### src/design/rcvd_pkg.sv
package rcvd_pkg;

  localparam int MAX_ELEMENTS_DEF = 16;
  localparam logic [31:0] MULT_RESET = 32'h0100_0000;

  localparam logic CMD_LOAD = 1'b0;
  localparam logic CMD_STEP = 1'b1;
  localparam logic KIND_LOWPASS = 1'b0;

  typedef enum logic [1:0] {
    REG_BASE  = 2'd0,
    REG_MULT  = 2'd1,
    REG_COUNT = 2'd2
  } cfg_reg_t;

  typedef enum logic [2:0] {
    MUL_RZ,
    MUL_ESR,
    MUL_OHM,
    MUL_B,
    MUL_A,
    MUL_TERM
  } mul_sel_t;

  typedef enum logic [4:0] {
    ST_IDLE,
    ST_LD_START,
    ST_LD_TAU0,
    ST_LD_DIV,
    ST_LD_DIVQ,
    ST_LD_WRITE,
    ST_ESR,
    ST_ESRQ,
    ST_OHM,
    ST_ACC0,
    ST_BQ,
    ST_WK_RD,
    ST_WK_EVAL,
    ST_WK_DSET,
    ST_WK_DIV,
    ST_WK_CL,
    ST_WK_TM,
    ST_WK_ACC,
    ST_FIN
  } state_t;

  typedef struct packed {
    logic     capture;
    mul_sel_t mul_sel;
    logic     esr_load;
    logic     acc_init;
    logic     b_load;
    logic     tau_mul;
    logic     tau_max;
    logic     tau_div;
    logic     div_load;
    logic     div_src_step;
    logic     div_step;
    logic     write_param;
    logic     k_clear;
    logic     k_inc;
    logic     dc_init;
    logic     dc_add;
    logic     nx_load;
    logic     write_fc;
    logic     term_load;
    logic     acc_add;
    logic     finish;
  } dp_cmd_t;

  typedef struct packed {
    logic is_step;
    logic kind;
    logic r_zero;
    logic tau_zero;
    logic last;
    logic empty;
    logic div_last;
  } dp_stat_t;

endpackage

### src/design/rcvd_ctrl.sv
module rcvd_ctrl (
  input  logic               clk,
  input  logic               rst,
  input  logic               in_valid,
  input  logic               command,
  input  logic               out_stall,
  input  rcvd_pkg::dp_stat_t stat,
  output rcvd_pkg::dp_cmd_t  cmd,
  output logic               in_stall,
  output logic               out_valid
);
  import rcvd_pkg::*;

  state_t state;
  state_t state_next;

  always_ff @(posedge clk) begin
    if (rst) begin
      state     <= ST_IDLE;
      out_valid <= 1'b0;
    end else begin
      state <= state_next;
      if (cmd.finish) begin
        out_valid <= 1'b1;
      end else if (!out_stall) begin
        out_valid <= 1'b0;
      end
    end
  end

  assign in_stall = (state != ST_IDLE);

  always_comb begin
    state_next  = state;
    cmd         = '0;
    cmd.mul_sel = MUL_A;
    unique case (state)
      ST_IDLE: begin
        if (in_valid) begin
          cmd.capture = 1'b1;
          state_next  = (command == CMD_STEP) ? ST_ESR : ST_LD_START;
        end
      end
      ST_LD_START: begin
        if (stat.kind == KIND_LOWPASS) begin
          cmd.mul_sel = MUL_RZ;
          state_next  = ST_LD_TAU0;
        end else if (stat.r_zero) begin
          cmd.tau_max = 1'b1;
          state_next  = ST_LD_WRITE;
        end else begin
          cmd.div_load = 1'b1;
          state_next   = ST_LD_DIV;
        end
      end
      ST_LD_TAU0: begin
        cmd.tau_mul = 1'b1;
        state_next  = ST_LD_WRITE;
      end
      ST_LD_DIV: begin
        cmd.div_step = 1'b1;
        if (stat.div_last) begin
          state_next = ST_LD_DIVQ;
        end
      end
      ST_LD_DIVQ: begin
        cmd.tau_div = 1'b1;
        state_next  = ST_LD_WRITE;
      end
      ST_LD_WRITE: begin
        cmd.write_param = 1'b1;
        cmd.k_clear     = 1'b1;
        cmd.dc_init     = 1'b1;
        state_next      = stat.empty ? ST_FIN : ST_WK_RD;
      end
      ST_ESR: begin
        cmd.mul_sel = MUL_ESR;
        state_next  = ST_ESRQ;
      end
      ST_ESRQ: begin
        cmd.esr_load = 1'b1;
        state_next   = ST_OHM;
      end
      ST_OHM: begin
        cmd.mul_sel = MUL_OHM;
        state_next  = ST_ACC0;
      end
      ST_ACC0: begin
        cmd.acc_init = 1'b1;
        cmd.mul_sel  = MUL_B;
        state_next   = ST_BQ;
      end
      ST_BQ: begin
        cmd.b_load  = 1'b1;
        cmd.k_clear = 1'b1;
        cmd.dc_init = 1'b1;
        state_next  = stat.empty ? ST_FIN : ST_WK_RD;
      end
      ST_WK_RD: begin
        state_next = ST_WK_EVAL;
      end
      ST_WK_EVAL: begin
        cmd.dc_add = 1'b1;
        if (!stat.is_step) begin
          if (stat.last) begin
            state_next = ST_FIN;
          end else begin
            cmd.k_inc  = 1'b1;
            state_next = ST_WK_RD;
          end
        end else begin
          state_next = stat.tau_zero ? ST_WK_CL : ST_WK_DSET;
        end
      end
      ST_WK_DSET: begin
        cmd.div_load     = 1'b1;
        cmd.div_src_step = 1'b1;
        state_next       = ST_WK_DIV;
      end
      ST_WK_DIV: begin
        cmd.div_step = 1'b1;
        if (stat.div_last) begin
          state_next = ST_WK_CL;
        end
      end
      ST_WK_CL: begin
        cmd.nx_load  = 1'b1;
        cmd.write_fc = 1'b1;
        state_next   = ST_WK_TM;
      end
      ST_WK_TM: begin
        cmd.mul_sel   = MUL_TERM;
        cmd.term_load = 1'b1;
        state_next    = ST_WK_ACC;
      end
      ST_WK_ACC: begin
        cmd.acc_add = 1'b1;
        if (stat.last) begin
          state_next = ST_FIN;
        end else begin
          cmd.k_inc  = 1'b1;
          state_next = ST_WK_RD;
        end
      end
      ST_FIN: begin
        if (!out_valid || !out_stall) begin
          cmd.finish = 1'b1;
          state_next = ST_IDLE;
        end
      end
      default: begin
        state_next = ST_IDLE;
      end
    endcase
  end

endmodule

### config.mk
export PLATFORM = sky130hd
export DESIGN_NAME = rcvd_ctrl
export DESIGN_NICKNAME = d
export VERILOG_FILES = /design/src/design/rcvd_pkg.sv /design/src/design/rcvd_ctrl.sv
export SDC_FILE = /design/constraint.sdc
export NUM_CORES = 1
export LEC_CHECK = 0
export BUFFER_PORTS_ARGS = -buffer_cell sky130_fd_sc_hd__buf_4
export CAP_MARGIN = 20
export CORE_MARGIN = 2
export CORE_UTILIZATION = 51
export CTS_CLUSTER_SIZE = 40
export DETAILED_ROUTE_END_ITERATION = 16
export PLACE_DENSITY = 0.89
export SLEW_MARGIN = 30
export SYNTH_ARGS = -nofsm -noshare
export SYNTH_HDL_FRONTEND = slang
export SYNTH_SLANG_ARGS = --single-unit
export TNS_END_PERCENT = 5
### constraint.sdc
create_clock -name clk -period 2.4 [get_ports clk]
set_input_delay 0.6 -clock clk [delete_from_list [all_inputs] [get_ports clk]]
set_output_delay 0.6 -clock clk [all_outputs]
set_load 0.01 [all_outputs]
==> summary.txt <==
Core Area - 1541 um^2
Synth Area in Compound Gates - 29.77%
Worst Skew - 0.001666 ns
Leak - 0.0005250 uW
RD Place Congestion - 0.8895
Main combinational cell family by area after synthesis - simple AND/OR/NAND/NOR gates
Most common cell after layout, fill and taps aside - buf_4
Worst Slack Setup Final - 0.1691 ns
Met2 routed WL - 1.399 mm
Starting DRT DRC Count - 71
Synth Register Bits - 6
Htree depth - 1
Max transition margin - 74.84%
Die area - 2043 um^2
Sequential-to-total area share from yosys stat - 13.87%
Max cap viols - 0
Initial antenna violation count - 0
Async set-reset flop share out of synthesis - 0%
Mux cell area share after synthesis - 1.156%
Syn Nets - 146
Hold Crit Class - in2reg
Final Non-Filler Cells - 181
CP Class - reg2out
Worst skew pair latency - 0.25 ns
GRT overflow - 0
Vias per cell - 6.243
Worst Hold Depth - 2
Detailed Place HPWL - 2.148 mm
CTS clk-pin slew, worst paths - 0.05 ns
Row count - 14
WL met1 - 1.128 mm
Clk sinks - 6
DR WL met3 - 271 um
Average size of a mapped cell - 6.461 um^2
Dpl ws - 0.3969 ns
CP max FO - 11
Total CTS buffers - 3
Area grow syn2layout - 32.37%
Ratio of cells with drive above 1 in the final layout - 34.55%
Synth top area cells - dfxtp_1, nor2_1, nand2b_1
DR pass1 iterations - 4
Period minus WS final - 2.231 ns
Slew @ Worst Pin - 0.3722 ns
Num ports - 37
Final period utilization - 92.96%
WL final - 2.873 mm
Status - completed
Port bufs - 36
XOR/XNOR Fraction of Synth Area - 0%
Synth Area in Adders - 0%
Fin Setup TNS - 0 ns
Fin. max-slew vios - 0
Syn Inst Count - 134
Power per cell area - 1013 nW/um^2
DRC Markers - 0
Post-synthesis simple-gate area fraction - 43.35%
Antenna Cells - 0
Die Width - 45.21 um
Max VDD drop - 0.7277 mV
Synth warn - 0
F_max - 448.2 MHz
WL per Instance - 15.87 um
Worst path arrival time - 1.63 ns
Root Buffer - clkbuf_4
Synth unique cells - 44
Cells after DPL - 178
Critical Path RT - 1.80 ns
# setup viols final - 0
Critical Path End Type - primary output
Clock Path Buffers - 2
Worst reg2reg path depth - 5
Vias in the first global route - 990
Vias - 1130
Total Nets Final - 179
First-pass GRT wire length - 4.574 mm
RSZ-0062 raised after global routing - false
CTS tree - yes
Largest net degree at the start of global routing - 22
Die height - 45.21 um
Aggregate global-route resource usage - 30.90%
Commonest non-fill, non-tap cells in the layout - buf_4, nor2_1, nand2_1, a21oi_1, nand2b_1
Post-Syn Area - 865.8 um^2
Cell taking the most area after synthesis - dfxtp_1
Top Layer Used - met4
Postcts setup bufs - 0
Crit start category - register
Initial Util - 56.17%
Post-DRT Antenna Nets - 0
Post-synth top flop - dfxtp_1
EDFF count, synth - 0
Hold Vio Cnt, Final - 0
Synth top area share - 13.87%
-- final cells by class --
class | count | area (um^2)
multi-input combinational | 109 | 645.6
fill | 126 | 395.4
timing repair buffer | 42 | 315.3
sequential | 6 | 123.9
clock buffer | 3 | 22.52
tap | 16 | 20.02
inverter | 5 | 18.77
-- stage by stage --
stage / area, um^2 / power, uW / util (%) / hold slack, ns
after global placement: 1117 / 996.7 / 72.48 / 0.5392
after floorplan: 865.8 / 786.9 / - / 0.5608
after global routing: 1146 / 1253 / 74.35 / 0.5906
final: 1146 / 1162 / 74.35 / 0.5896
after CTS: 1140 / 1125 / 73.94 / 0.5911
after detailed placement: 1117 / 1024 / 72.48 / 0.6043
-- layer usage --
| metal | track usage, % | up-vias |
|---|---|---|
| li1 | - | 541 |
| met1 | 39.08 | 504 |
| met2 | 50.00 | 76 |
| met3 | 5.600 | 9 |
| met4 | 15.29 | 0 |
| met5 | 0 | - |
-- registers in the layout (all words and copies together), names as in the netlist --
signal     flops
state          5
out_valid      1
-- worst max-delay path, cell delays in order (launching register included) --
cell and delay [ns]:
dfxtp_1 0.52, buf_4 0.24, mux2i_1 0.24, nand3_1 0.16
inv_1 0.09, buf_4 0.11
-- cells by family after synthesis --
family                 Yosys count
AOI/OAI and AO/OA               39
DFF                              6
muxes                            1
and+or+nand+nor                 69
buffers and inverters           19
-- timing repair --
item | 4_1_cts | 5_1_grt
gates resized for setup | 0 | 4
setup endpoints to repair | 0 | 2
hold buffers | 0 | 0
-- path summary, 6_finish.rpt --
path	slack, ns	start	endpoint
setup / recovery	0.17	state[0]	cmd[10]
hold reg to reg	0.61	out_valid	out_valid
hold / removal	0.59	rst	out_valid
setup reg to reg	0.61	state[0]	state[2]
-- synth_stat cells (all sizes together), types with 2 or more instances --
| library cell | count |
|---|---|
| a21o | 3 |
| a21oi | 11 |
| a31oi | 3 |
| buf | 11 |
| clkbuf | 3 |
| dfxtp | 6 |
| inv | 5 |
| nand2 | 14 |
| nand2b | 9 |
| nand3 | 4 |
| nor2 | 19 |
| nor2b | 3 |
| nor3 | 8 |
| o2111ai | 2 |
| o21a | 2 |
| o21ai | 8 |
| o221a | 2 |
| o22ai | 3 |
| or2 | 2 |
-- where the power goes --
group	total, uW	internal, uW	leakage, uW	switching (uW)
sequential	228	132	0.0000502	95.9
clock	98.1	56.9	0.0000138	41.3
combinational	835	384	0.000461	451
Power figures use the tool's default switching activity.
